===== config.mk =====
export PLATFORM = sky130hd
export DESIGN_NAME = c6502_ctrl
export DESIGN_NICKNAME = d
export VERILOG_FILES = /design/src/rtl/c6502_pkg.sv /design/src/rtl/c6502_ctrl.sv
export SDC_FILE = /design/constraint.sdc
export NUM_CORES = 1
export LEC_CHECK = 0
export BUFFER_PORTS_ARGS = -buffer_cell sky130_fd_sc_hd__buf_2
export CAP_MARGIN = 20
export CORE_MARGIN = 2
export CORE_UTILIZATION = 60
export CTS_CLUSTER_DIAMETER = 120
export DETAILED_ROUTE_END_ITERATION = 10
export HOLD_SLACK_MARGIN = 0.05
export PLACE_DENSITY = 0.82
export SLEW_MARGIN = 20
export SYNTH_ARGS = -nofsm -noshare
export SYNTH_HDL_FRONTEND = slang
export SYNTH_SLANG_ARGS = --single-unit
export TNS_END_PERCENT = 1

===== constraint.sdc =====
create_clock -name aclk -period 4.8 [get_ports aclk]
set_input_delay 0.72 -clock aclk [delete_from_list [all_inputs] [get_ports aclk]]
set_output_delay 0.72 -clock aclk [all_outputs]
set_load 0.005 [all_outputs]

===== src/rtl/c6502_pkg.sv =====
// shared types, codes and the opcode decoder of the 6502 instruction core
// used by the controller, datapath and top rtl files; depends on nothing
`timescale 1ns / 1ps
`default_nettype none
package c6502_pkg;

    localparam int unsigned MEM_BYTES_DEF = 65536;

    // request kinds carried in s_tuser
    localparam logic [1:0] KIND_WRITE = 2'd0;
    localparam logic [1:0] KIND_READ  = 2'd1;
    localparam logic [1:0] KIND_RESET = 2'd2;
    localparam logic [1:0] KIND_EXEC  = 2'd3;

    // status flag positions
    localparam int unsigned FL_C = 0;
    localparam int unsigned FL_Z = 1;
    localparam int unsigned FL_I = 2;
    localparam int unsigned FL_D = 3;
    localparam int unsigned FL_V = 6;
    localparam int unsigned FL_N = 7;

    localparam logic [15:0] RESET_VEC = 16'hFFFC;

    // sequencer steps
    localparam logic [4:0] ST_IDLE  = 5'd0;
    localparam logic [4:0] ST_MWR   = 5'd1;
    localparam logic [4:0] ST_MRD   = 5'd2;
    localparam logic [4:0] ST_MRD2  = 5'd3;
    localparam logic [4:0] ST_RV0   = 5'd4;
    localparam logic [4:0] ST_RV1   = 5'd5;
    localparam logic [4:0] ST_RV2   = 5'd6;
    localparam logic [4:0] ST_FETCH = 5'd7;
    localparam logic [4:0] ST_DEC   = 5'd8;
    localparam logic [4:0] ST_A1    = 5'd9;
    localparam logic [4:0] ST_A2    = 5'd10;
    localparam logic [4:0] ST_I1    = 5'd11;
    localparam logic [4:0] ST_I2    = 5'd12;
    localparam logic [4:0] ST_J1    = 5'd13;
    localparam logic [4:0] ST_J2    = 5'd14;
    localparam logic [4:0] ST_JS2   = 5'd15;
    localparam logic [4:0] ST_OPRD  = 5'd16;
    localparam logic [4:0] ST_EXEC  = 5'd17;
    localparam logic [4:0] ST_IMPL  = 5'd18;
    localparam logic [4:0] ST_PL2   = 5'd19;
    localparam logic [4:0] ST_T1    = 5'd20;
    localparam logic [4:0] ST_R1    = 5'd21;
    localparam logic [4:0] ST_R2    = 5'd22;
    localparam logic [4:0] ST_DONE  = 5'd23;

    // addressing modes
    localparam logic [3:0] M_IMP  = 4'd0;
    localparam logic [3:0] M_IMM  = 4'd1;
    localparam logic [3:0] M_ZP   = 4'd2;
    localparam logic [3:0] M_ZPX  = 4'd3;
    localparam logic [3:0] M_ZPY  = 4'd4;
    localparam logic [3:0] M_ABS  = 4'd5;
    localparam logic [3:0] M_ABX  = 4'd6;
    localparam logic [3:0] M_ABY  = 4'd7;
    localparam logic [3:0] M_IZX  = 4'd8;
    localparam logic [3:0] M_IZY  = 4'd9;
    localparam logic [3:0] M_REL  = 4'd10;
    localparam logic [3:0] M_JMP  = 4'd11;
    localparam logic [3:0] M_JIND = 4'd12;
    localparam logic [3:0] M_JSR  = 4'd13;

    // operations, grouped so that opcode fields map on by an offset
    localparam logic [5:0] OP_ORA  = 6'd0;
    localparam logic [5:0] OP_AND  = 6'd1;
    localparam logic [5:0] OP_EOR  = 6'd2;
    localparam logic [5:0] OP_ADC  = 6'd3;
    localparam logic [5:0] OP_STA  = 6'd4;
    localparam logic [5:0] OP_LDA  = 6'd5;
    localparam logic [5:0] OP_CMP  = 6'd6;
    localparam logic [5:0] OP_SBC  = 6'd7;
    localparam logic [5:0] OP_STX  = 6'd8;
    localparam logic [5:0] OP_LDX  = 6'd9;
    localparam logic [5:0] OP_DEC  = 6'd10;
    localparam logic [5:0] OP_INC  = 6'd11;
    localparam logic [5:0] OP_ASL  = 6'd12;
    localparam logic [5:0] OP_ROL  = 6'd13;
    localparam logic [5:0] OP_LSR  = 6'd14;
    localparam logic [5:0] OP_ROR  = 6'd15;
    localparam logic [5:0] OP_ASLA = 6'd16;
    localparam logic [5:0] OP_ROLA = 6'd17;
    localparam logic [5:0] OP_LSRA = 6'd18;
    localparam logic [5:0] OP_RORA = 6'd19;
    localparam logic [5:0] OP_TXA  = 6'd20;
    localparam logic [5:0] OP_TAX  = 6'd21;
    localparam logic [5:0] OP_DEX  = 6'd22;
    localparam logic [5:0] OP_NOP  = 6'd23;
    localparam logic [5:0] OP_TXS  = 6'd24;
    localparam logic [5:0] OP_TSX  = 6'd25;
    localparam logic [5:0] OP_PHP  = 6'd26;
    localparam logic [5:0] OP_PLP  = 6'd27;
    localparam logic [5:0] OP_PHA  = 6'd28;
    localparam logic [5:0] OP_PLA  = 6'd29;
    localparam logic [5:0] OP_DEY  = 6'd30;
    localparam logic [5:0] OP_TAY  = 6'd31;
    localparam logic [5:0] OP_INY  = 6'd32;
    localparam logic [5:0] OP_INX  = 6'd33;
    localparam logic [5:0] OP_CLC  = 6'd34;
    localparam logic [5:0] OP_SEC  = 6'd35;
    localparam logic [5:0] OP_CLI  = 6'd36;
    localparam logic [5:0] OP_SEI  = 6'd37;
    localparam logic [5:0] OP_TYA  = 6'd38;
    localparam logic [5:0] OP_CLV  = 6'd39;
    localparam logic [5:0] OP_CLD  = 6'd40;
    localparam logic [5:0] OP_SED  = 6'd41;
    localparam logic [5:0] OP_BRK  = 6'd42;
    localparam logic [5:0] OP_JSR  = 6'd43;
    localparam logic [5:0] OP_RTI  = 6'd44;
    localparam logic [5:0] OP_RTS  = 6'd45;
    localparam logic [5:0] OP_LDY  = 6'd46;
    localparam logic [5:0] OP_CPY  = 6'd47;
    localparam logic [5:0] OP_CPX  = 6'd48;
    localparam logic [5:0] OP_BIT  = 6'd49;
    localparam logic [5:0] OP_STY  = 6'd50;
    localparam logic [5:0] OP_JMP  = 6'd51;
    localparam logic [5:0] OP_BAD  = 6'd52;
    localparam logic [5:0] OP_BR   = 6'd53;

    typedef struct packed {
        logic [3:0] mode;
        logic [5:0] op;
    } dec_t;

    // controller to datapath
    typedef struct packed {
        logic [4:0] step;
        logic [3:0] mode;
        logic [5:0] op;
        logic [7:0] opcode;
        logic       load_in;
        logic       out_load;
    } cmd_t;

    typedef struct packed {
        logic        bad_opcode;
        logic        halted;
        logic [7:0]  flags;
        logic [7:0]  stack_ptr;
        logic [7:0]  index_y;
        logic [7:0]  index_x;
        logic [7:0]  accumulator;
        logic [15:0] prog_counter;
        logic [7:0]  read_byte;
    } res_t;

    function automatic dec_t c6502_decode(input logic [7:0] opc);
        logic [2:0] aaa;
        logic [2:0] bbb;
        logic [1:0] cc;
        dec_t d;
        aaa = opc[7:5];
        bbb = opc[4:2];
        cc = opc[1:0];
        d.mode = M_IMP;
        d.op = OP_BAD;
        unique case (cc)
            2'd1: begin
                if (opc != 8'h89) begin
                    d.op = {3'b000, aaa};
                    unique case (bbb)
                        3'd0: d.mode = M_IZX;
                        3'd1: d.mode = M_ZP;
                        3'd2: d.mode = M_IMM;
                        3'd3: d.mode = M_ABS;
                        3'd4: d.mode = M_IZY;
                        3'd5: d.mode = M_ZPX;
                        3'd6: d.mode = M_ABY;
                        default: d.mode = M_ABX;
                    endcase
                end
            end
            2'd2: begin
                if (bbb == 3'd2) begin
                    d.op = 6'(aaa) + 6'd16;
                end else if (bbb == 3'd6) begin
                    if (aaa == 3'd4) d.op = OP_TXS;
                    else if (aaa == 3'd5) d.op = OP_TSX;
                end else if (!(bbb == 3'd4 || (bbb == 3'd0 && aaa != 3'd5)
                               || (bbb == 3'd7 && aaa == 3'd4))) begin
                    d.op = (aaa >= 3'd4) ? 6'(aaa) + 6'd4 : 6'(aaa) + 6'd12;
                    unique case (bbb)
                        3'd0: d.mode = M_IMM;
                        3'd1: d.mode = M_ZP;
                        3'd3: d.mode = M_ABS;
                        3'd5: d.mode = (aaa == 3'd4 || aaa == 3'd5) ? M_ZPY : M_ZPX;
                        default: d.mode = (aaa == 3'd5) ? M_ABY : M_ABX;
                    endcase
                end
            end
            2'd0: begin
                if (bbb == 3'd4) begin
                    d.mode = M_REL;
                    d.op = OP_BR;
                end else if (bbb == 3'd2) begin
                    d.op = 6'(aaa) + 6'd26;
                end else if (bbb == 3'd6) begin
                    d.op = 6'(aaa) + 6'd34;
                end else if (bbb == 3'd0) begin
                    if (aaa == 3'd1) begin
                        d.mode = M_JSR;
                        d.op = OP_JSR;
                    end else if (aaa <= 3'd3) begin
                        d.op = 6'(aaa) + 6'd42;
                    end else if (aaa >= 3'd5) begin
                        d.mode = M_IMM;
                        d.op = 6'(aaa) + 6'd41;
                    end
                end else if (opc == 8'h4C) begin
                    d.mode = M_JMP;
                    d.op = OP_JMP;
                end else if (opc == 8'h6C) begin
                    d.mode = M_JIND;
                    d.op = OP_JMP;
                end else if ((aaa == 3'd1 && (bbb == 3'd1 || bbb == 3'd3))
                             || (aaa == 3'd4 && bbb != 3'd7) || aaa == 3'd5
                             || ((aaa == 3'd6 || aaa == 3'd7)
                                 && (bbb == 3'd1 || bbb == 3'd3))) begin
                    unique case (aaa)
                        3'd1: d.op = OP_BIT;
                        3'd4: d.op = OP_STY;
                        3'd5: d.op = OP_LDY;
                        3'd6: d.op = OP_CPY;
                        default: d.op = OP_CPX;
                    endcase
                    unique case (bbb)
                        3'd1: d.mode = M_ZP;
                        3'd3: d.mode = M_ABS;
                        3'd5: d.mode = M_ZPX;
                        default: d.mode = M_ABX;
                    endcase
                end
            end
            default: ;
        endcase
        return d;
    endfunction

endpackage
`default_nettype wire


===== src/rtl/c6502_ctrl.sv =====
// sequencer of the 6502 instruction core: request handshake, opcode decode,
// step order per addressing mode; uses c6502_pkg
`timescale 1ns / 1ps
`default_nettype none
module c6502_ctrl import c6502_pkg::*; (
    input  wire logic       aclk,
    input  wire logic       aresetn,
    input  wire logic       s_tvalid,
    output logic            s_tready,
    input  wire logic [1:0] s_kind,
    output logic            m_tvalid,
    input  wire logic       m_tready,
    input  wire logic [7:0] mem_rdata,
    input  wire logic       halted,
    output cmd_t            cmd
);
    logic [4:0] state_reg, state_next;
    logic [3:0] mode_reg, mode_next;
    logic [5:0] op_reg, op_next;
    logic [7:0] opcode_reg, opcode_next;
    logic       m_valid_reg, m_valid_next;
    logic       fire_in;
    logic       out_load;
    dec_t       dec_now;

    assign dec_now  = c6502_decode(mem_rdata);
    assign s_tready = (state_reg == ST_IDLE);
    assign fire_in  = s_tvalid && s_tready;
    assign out_load = (state_reg == ST_DONE) && (!m_valid_reg || m_tready);
    assign m_tvalid = m_valid_reg;

    always_comb begin
        cmd.step     = state_reg;
        cmd.mode     = (state_reg == ST_DEC) ? dec_now.mode : mode_reg;
        cmd.op       = (state_reg == ST_DEC) ? dec_now.op : op_reg;
        cmd.opcode   = (state_reg == ST_DEC) ? mem_rdata : opcode_reg;
        cmd.load_in  = fire_in;
        cmd.out_load = out_load;
    end

    always_comb begin
        state_next  = state_reg;
        mode_next   = mode_reg;
        op_next     = op_reg;
        opcode_next = opcode_reg;
        m_valid_next = out_load ? 1'b1 : (m_tready ? 1'b0 : m_valid_reg);
        unique case (state_reg)
            ST_IDLE: begin
                if (fire_in) begin
                    unique case (s_kind)
                        KIND_WRITE: state_next = ST_MWR;
                        KIND_READ:  state_next = ST_MRD;
                        KIND_RESET: state_next = ST_RV0;
                        default:    state_next = halted ? ST_DONE : ST_FETCH;
                    endcase
                end
            end
            ST_MWR:   state_next = ST_DONE;
            ST_MRD:   state_next = ST_MRD2;
            ST_MRD2:  state_next = ST_DONE;
            ST_RV0:   state_next = ST_RV1;
            ST_RV1:   state_next = ST_RV2;
            ST_RV2:   state_next = ST_DONE;
            ST_FETCH: state_next = ST_DEC;
            ST_DEC: begin
                mode_next   = dec_now.mode;
                op_next     = dec_now.op;
                opcode_next = mem_rdata;
                if (dec_now.op == OP_BAD || dec_now.op == OP_BRK) state_next = ST_DONE;
                else if (dec_now.mode == M_IMP) state_next = ST_IMPL;
                else state_next = ST_A1;
            end
            ST_IMPL: begin
                if (op_reg == OP_PLA || op_reg == OP_PLP) state_next = ST_PL2;
                else if (op_reg == OP_RTS) state_next = ST_R1;
                else if (op_reg == OP_RTI) state_next = ST_T1;
                else state_next = ST_DONE;
            end
            ST_PL2: state_next = ST_DONE;
            ST_T1:  state_next = ST_R1;
            ST_R1:  state_next = ST_R2;
            ST_R2:  state_next = ST_DONE;
            ST_A1: begin
                unique case (mode_reg)
                    M_IMM, M_ZP, M_ZPX, M_ZPY: state_next = ST_OPRD;
                    M_IZX, M_IZY:              state_next = ST_I1;
                    M_REL:                     state_next = ST_DONE;
                    default:                   state_next = ST_A2;
                endcase
            end
            ST_A2: begin
                unique case (mode_reg)
                    M_JMP:   state_next = ST_DONE;
                    M_JIND:  state_next = ST_J1;
                    M_JSR:   state_next = ST_JS2;
                    default: state_next = ST_OPRD;
                endcase
            end
            ST_I1:   state_next = ST_I2;
            ST_I2:   state_next = ST_OPRD;
            ST_J1:   state_next = ST_J2;
            ST_J2:   state_next = ST_DONE;
            ST_JS2:  state_next = ST_DONE;
            ST_OPRD: state_next = ST_EXEC;
            ST_EXEC: state_next = ST_DONE;
            ST_DONE: if (out_load) state_next = ST_IDLE;
            default: state_next = ST_IDLE;
        endcase
    end

    always_ff @(posedge aclk) begin
        if (!aresetn) begin
            state_reg   <= ST_IDLE;
            m_valid_reg <= 1'b0;
        end else begin
            state_reg   <= state_next;
            m_valid_reg <= m_valid_next;
        end
    end

    always_ff @(posedge aclk) begin
        mode_reg   <= mode_next;
        op_reg     <= op_next;
        opcode_reg <= opcode_next;
    end

    a_reset_path: assert property (@(posedge aclk) disable iff (!aresetn)
        (fire_in && s_kind == KIND_RESET) |=> state_reg == ST_RV0)
        else $error("reset request did not start the vector fetch");
    a_fetch_dec: assert property (@(posedge aclk) disable iff (!aresetn)
        state_reg == ST_FETCH |=> state_reg == ST_DEC)
        else $error("opcode fetch not followed by decode");
    a_exec_done: assert property (@(posedge aclk) disable iff (!aresetn)
        state_reg == ST_EXEC |=> state_reg == ST_DONE)
        else $error("execute step did not finish the request");
    a_no_accept_busy: assert property (@(posedge aclk) disable iff (!aresetn)
        state_reg != ST_IDLE |-> !s_tready)
        else $error("request taken while busy");
endmodule
`default_nettype wire


==> results of run 1 <==
## worst max-delay path: stages
cell     delay [ns]
buf_2          0.38
inv_1          0.19
ha_1           0.27
and2_1         0.22
a31oi_1        0.44
o21ai_1        0.14
a221o_1        0.41
mux2_2         0.30
buf_2          0.13
## power by group through the flow
| stage | registers [W] | clock network (W) | logic, W |
|---|---|---|---|
| final | 0.000379 | 0.000181 | 0.000480 |
| after global routing | 0.000394 | 0.000190 | 0.000529 |
| after CTS | 0.000376 | 0.000185 | 0.000477 |
| after detailed placement | 0.000381 | 0 | 0.000474 |
| after global placement | 0.000376 | 0 | 0.000468 |
| after floorplan | 0.000324 | 0 | 0.000361 |
## metrics by stage
| step | power, W | area (µm²) |
|---|---|---|
| after floorplan | 0.0006858 | 2661 |
| after global placement | 0.0008444 | 2784 |
| after detailed placement | 0.0008547 | 2784 |
| after CTS | 0.001037 | 2855 |
| after global routing | 0.001114 | 2855 |
| final | 0.001041 | 2855 |
## routing by layer
metal  vias up  routed length (µm)
li1       1404                   -
met1      1366                3216
met2       173                3690
met3        20                 569
met4         0                 190
met5         -                   0
## area by class of cell
class                           instances  area [µm²]
Fill cell                             391        1469
Multi-Input combinational cell        298        1977
Sequential cell                        24       480.5
Clock inverter                          1       30.03
Inverter                               13       48.80
Tap cell                               52       65.06
Timing Repair Buffer                   42       212.7
Clock buffer                            3       41.29
## cell families (layout without fill, tap and decap cells)
family | after synthesis | after routing | synth area share [%]
simple gates | 137 | 137 | 28.91
compound gates | 135 | 135 | 34.09
buf+inv | 44 | 59 | 7.663
flops | 24 | 24 | 18.05
fa+ha+maj | 14 | 14 | 6.582
mux | 9 | 9 | 3.714
xor+xnor | 3 | 3 | 0.9875
## worst paths after layout
| kind | start | endpoint |
|---|---|---|
| worst max register to register | state_reg[2] | opcode_reg[1] |
| worst min register to register | opcode_reg[3] | opcode_reg[3] |
| worst max-delay path | mem_rdata[7] | cmd[11] |
| worst min-delay path | opcode_reg[3] | opcode_reg[3] |
## Yosys cell counts (3+ instances only)
library cell  number  area (µm²)
o21ai_0           41       205.2
nand2_1           32       120.1
a21oi_1           24       120.1
dfxtp_1           24       480.5
nor2_1            20       75.07
clkbuf_1          18       67.56
ha_1              14       175.2
inv_1             12       45.04
nand3_1           10       50.05
and2_1             9       56.30
nor2b_1            9       56.30
o211ai_1           9       67.56
a31oi_1            8       50.05
nand2b_1           8       50.05
nor3_1             8       40.04
buf_2              7       35.03
mux2_2             7       78.83
nand4_1            6       37.54
and3_1             4       25.02
buf_4              4       30.03
nor3b_1            4       30.03
o21a_1             4       30.03
o21bai_1           4       30.03
o31ai_1            4       30.03
o32ai_1            4       35.03
a21boi_0           3       22.52
a21o_1             3       22.52
a221oi_1           3       26.28
a22oi_1            3       22.52
nor4_1             3       18.77
o311ai_0           3       26.28
o32a_1             3       30.03
==> flow_summary_export.csv, run 1 <==
group,metric,value,unit
layout,utilization,66.03,%
placement,gp_congestion,0.9729,
global_routing,gr-usage-met3,3.561,%
clock_tree,clock_latency,0.27,ns
power_and_ir_drop,comb_power_share,46.1,%
clock_tree,cts_resized,0,
clock_tree,htreeDepth,1,
power_and_ir_drop,powerDensity,364.5,nW/µm²
synth,ys_types,72,
drt,wl,7667,µm
synth,ys_seq_elements,24,
floorplan,core_area,4324,µm²
power_and_ir_drop,peakVddDrop,175.3,µV
synth,async_reset_ff_share,0,%
drt,vias,2963,
drt,ant_nets,0,
worst_hold_path,hold_class,"flop to flop",
clock_tree,clk_path_buf_depth,2,
sta,worstMarginPinSlew,0.9015,ns
run_status,status,"finished, final reports clean",
clock_tree,cts.sinks,24,
synth,synth_nets,395,
sta,slew_headroom,39.75,%
floorplan,die_x,70.60,µm
power_and_ir_drop,p_sw,0.0004331,W
sta,max_freq,254.3,MHz
placement,dp_slack,0.9162,ns
sta,slew_violations,0,
worst_setup_path,critical_path.max_fanout,28,
layout,final_cell_mix,"o21ai_0 (41), buf_2 (41), nand2_1 (32), a21oi_1 (24), dfxtp_1 (24)",
drt,initialDrtViolationCount,250,
sta,hold_violations,0,
clock_tree,clkTransAtPathRegs,0.10,ns
power_and_ir_drop,seq_power_share,36.4,%
worst_hold_path,min_delay_path_depth,2,
power_and_ir_drop,p_int,0.0006075,W
global_routing,antenna_found_initial,0,
sta,final.setup.worst_slack,0.8669,ns
global_routing,grt_start_max_net_pins,34,
drt,firstDrtPassIters,6,
synth,yosysWarnings,0,
drt,wl_per_cell,17.71,µm
global_routing,grt-ovfl-total,0,
sta,post-route-min-period,3.933,ns
sta,hold-worst-slack,0.4727,ns
synth,seq_area_frac_synth,18.05,%
worst_setup_path,required,4.08,ns
global_routing,grt_pass1_wl,12590,µm
placement,io_buffers,41,
job,maxCapViolations,0,
layout,largest_register_ffs,8,
clock_tree,cts_inserted_buffers,3,
worst_setup_path,reg2regPathDepth,4,
worst_setup_path,start_kind,"primary input",
global_routing,first_global_vias,2645,
floorplan,die_area,4984,µm²
worst_setup_path,regToRegSetupSlack,2.41,ns
synth,synth_edf_count,0,
layout,drive_gt1_share,17.59,%
drt,route.detailed.drc,0,
worst_setup_path,cp-end-kind,"primary output",
worst_setup_path,path_class,"primary input to primary output",
synth,yosys_most_used_dff,"dfxtp_1",
worst_setup_path,cp.arrival,3.21,ns
sta,setup_violations,0,
floorplan,boundaryPins,42,
global_routing,use_met1,40.63,%
clock_tree,root_buffer,"clkbuf_8",
layout,n_antenna_cell,0,
sta,period_share,81.94,%
power_and_ir_drop,power.leakage,1.176,nW
placement,hpwlAfterDp,5728,µm
clock_tree,tritoncts,"built",
layout,instances_no_fill,433,
clock_tree,post-cts-setup-buffer-count,0,
sta,clock-skew-final,0.006792,ns
power_and_ir_drop,power.share.clock,17.4,%
power_and_ir_drop,netSwitchingFraction,41.62,%
global_routing,busiest_layer,"met2",
clock_tree,cts_hold_buffers,0,
layout,area_growth,7.287,%
global_routing,grt_use_total,30.72,%
synth,synth_cells,366,
sta,rsz0062_at_grt,"false",
floorplan,initial_core_util,61.55,%
global_routing,grt_use_met2,51.47,%
placement,dp_cells,429,
floorplan,row_count,24,
layout,finish.net_count,411,
synth,synth_area,2661,µm²
sta,fin_setup_tns,0,ns
drt,vias_per_cell,6.843,
synth,syn_avg_cell_area,7.271,µm²
floorplan,dieHeight,70.60,µm
Power figures use the tool's default switching activity.
==> run 2: changes to the inputs <==
--- a/config.mk
+++ b/config.mk
@@ -8,11 +8,11 @@
 export BUFFER_PORTS_ARGS = -buffer_cell sky130_fd_sc_hd__buf_2
 export CAP_MARGIN = 20
 export CORE_MARGIN = 2
-export CORE_UTILIZATION = 60
+export CORE_UTILIZATION = 58
 export CTS_CLUSTER_DIAMETER = 120
 export DETAILED_ROUTE_END_ITERATION = 10
 export HOLD_SLACK_MARGIN = 0.05
-export PLACE_DENSITY = 0.82
+export PLACE_DENSITY = 0.79
 export SLEW_MARGIN = 20
 export SYNTH_ARGS = -nofsm -noshare
 export SYNTH_HDL_FRONTEND = slang
==> constraint.sdc (replaced) <==
create_clock -name aclk -period 3.62 [get_ports aclk]
set_input_delay 0.543 -clock aclk [delete_from_list [all_inputs] [get_ports aclk]]
set_output_delay 0.543 -clock aclk [all_outputs]
set_load 0.005 [all_outputs]
==> flow_summary_export.csv, run 2 (synthesis results as in run 1) <==
group,metric,value,unit
sta,worstMarginPinSlew,0.5388,ns
sta,clock-skew-final,0.004052,ns
worst_setup_path,crit_top_cell,"buf_2",
worst_setup_path,cp_cell_sequence,"buf_2 -> ha_1 -> or2_1 -> a221oi_4 -> nor3_1 -> o311ai_1 -> a21oi_1 -> a21o_1 -> buf_2",
floorplan,dieHeight,71.74,µm
global_routing,first_global_vias,2698,
clock_tree,post-cts-setup-buffer-count,0,
worst_setup_path,cp.arrival,2.78,ns
global_routing,antenna_found_initial,0,
power_and_ir_drop,p_sw,0.0005832,W
clock_tree,cts_resized,0,
placement,hpwlAfterDp,5868,µm
worst_setup_path,endpoint,"cmd[16]",
clock_tree,cts_hold_buffers,0,
sta,slew_violations,0,
worst_setup_path,reg2regPathDepth,5,
power_and_ir_drop,netSwitchingFraction,41.69,%
drt,route.detailed.drc,0,
clock_tree,root_buffer,"clkbuf_8",
layout,largest_register_ffs,8,
drt,firstDrtPassIters,5,
floorplan,boundaryPins,42,
clock_tree,clock_latency,0.28,ns
drt,vias,3004,
sta,hold_violations,0,
power_and_ir_drop,seq_power_share,34.7,%
job,maxCapViolations,0,
clock_tree,cts_inserted_buffers,3,
layout,finish.net_count,419,
worst_setup_path,critPathLaunch,"mem_rdata[5]",
drt,wl_per_cell,17.92,µm
worst_setup_path,crit_buf_inv,2,
global_routing,grt_start_max_net_pins,26,
layout,drive_gt1_share,19.28,%
sta,max_freq,300.5,MHz
worst_setup_path,crit_cells,9,
layout,n_antenna_cell,0,
layout,fill_cells,383,
layout,area_growth,9.544,%
sta,post-route-min-period,3.328,ns
power_and_ir_drop,powerDensity,479.8,nW/µm²
worst_setup_path,required,3.08,ns
floorplan,die_area,5147,µm²
worst_setup_path,slowest_delay,0.43,ns
placement,gp_congestion,1.132,
sta,setup_violations,0,
layout,multi_input_area,1977,µm²
sta,period_share,91.92,%
global_routing,grt_use_met2,51.13,%
global_routing,grt_pass1_wl,12980,µm
floorplan,initial_core_util,60.70,%
sta,fin_setup_tns,0,ns
worst_setup_path,reg2reg_to,"op_reg[1]",
drt,ant_nets,0,
drt,initialDrtViolationCount,276,
run_status,status,"finished, final reports clean",
layout,area.sequential,480.5,µm²
layout,final_cell_mix,"o21ai_0 (41), buf_2 (41), nand2_1 (32), a21oi_1 (24), dfxtp_1 (24)",
sta,slew_headroom,64.01,%
worst_setup_path,cp-end-kind,"primary output",
worst_setup_path,critical_path.max_fanout,18,
placement,io_buffers,41,
power_and_ir_drop,power.leakage,1.216,nW
worst_setup_path,r2r_start,"state_reg[4]",
worst_setup_path,regToRegSetupSlack,1.49,ns
power_and_ir_drop,p_int,0.0008156,W
power_and_ir_drop,comb_power_share,48.0,%
worst_hold_path,hold_class,"flop to flop",
drt,vias_per_cell,6.812,
worst_setup_path,crit_family,"compound AO/OA/AOI/OAI gates",
worst_setup_path,path_class,"primary input to primary output",
global_routing,grt_use_total,30.93,%
global_routing,use_met1,39.74,%
global_routing,grt-ovfl-total,0,
sta,hold-worst-slack,0.4685,ns
power_and_ir_drop,power.share.clock,17.3,%
floorplan,die_x,71.74,µm
floorplan,core_area,4384,µm²
clock_tree,clkTransAtPathRegs,0.09,ns
worst_setup_path,start_kind,"primary input",
clock_tree,htreeDepth,1,
worst_setup_path,cp_slowest_cell,"a221oi_4",
clock_tree,tritoncts,"built",
global_routing,busiest_layer,"met2",
clock_tree,cts.sinks,24,
sta,rsz0062_at_grt,"false",
floorplan,row_count,24,
clock_tree,clk_path_buf_depth,2,
drt,wl,7902,µm
global_routing,gr-usage-met3,3.516,%
power_and_ir_drop,peakVddDrop,239.2,µV
## run 2: worst min-delay path by stage
stage	from	end	slack, ns	cells past startpoint
after floorplan	opcode_reg[0]	opcode_reg[0]	0.46	1
after global placement	opcode_reg[4]	opcode_reg[4]	0.44	2
after detailed placement	opcode_reg[4]	opcode_reg[4]	0.45	2
after CTS	opcode_reg[4]	opcode_reg[4]	0.47	2
after global routing	opcode_reg[1]	opcode_reg[1]	0.50	1
final	opcode_reg[4]	opcode_reg[4]	0.47	2
## run 2: final cells by class
class                           instances  area share, %
Clock inverter                          1          1.030
Multi-Input combinational cell        298          67.81
Sequential cell                        24          16.48
Timing Repair Buffer                   50          9.356
Clock buffer                            3          1.416
Tap cell                               52          2.232
Inverter                               13          1.674
## run 2: through the flow
step                      worst slack (ns)  util (%)  total power, W  instances  area [µm²]
after floorplan                     0.6242         -       0.0009094        366        2661
after global placement              0.4290     64.87        0.001138        437        2844
after detailed placement            0.3858     64.87        0.001150        437        2844
after CTS                           0.3853     66.50        0.001387        441        2915
after global routing                0.1560     66.50        0.001497        441        2915
final                               0.2924     66.50        0.001399        441        2915
## run 2: routing by layer
layer	wire length [µm]	up-vias
li1	-	1414
met5	0	-
met3	631	34
met4	314	0
met2	3647	176
met1	3309	1380
## run 2: tightest hold or removal path, stage by stage, from the launching register on
cell	delay, ns
dfxtp_1	0.32
nand2_1	0.04
o21ai_0	0.08
## run 2: power by group through the flow
stage	Sequential (W)	Clock (W)	Combinational, W
floorplan	0.000430	0	0.000479
global placement	0.000482	0	0.000655
detailed placement	0.000488	0	0.000662
CTS	0.000481	0.000241	0.000665
global route	0.000505	0.000246	0.000746
finish	0.000485	0.000242	0.000672
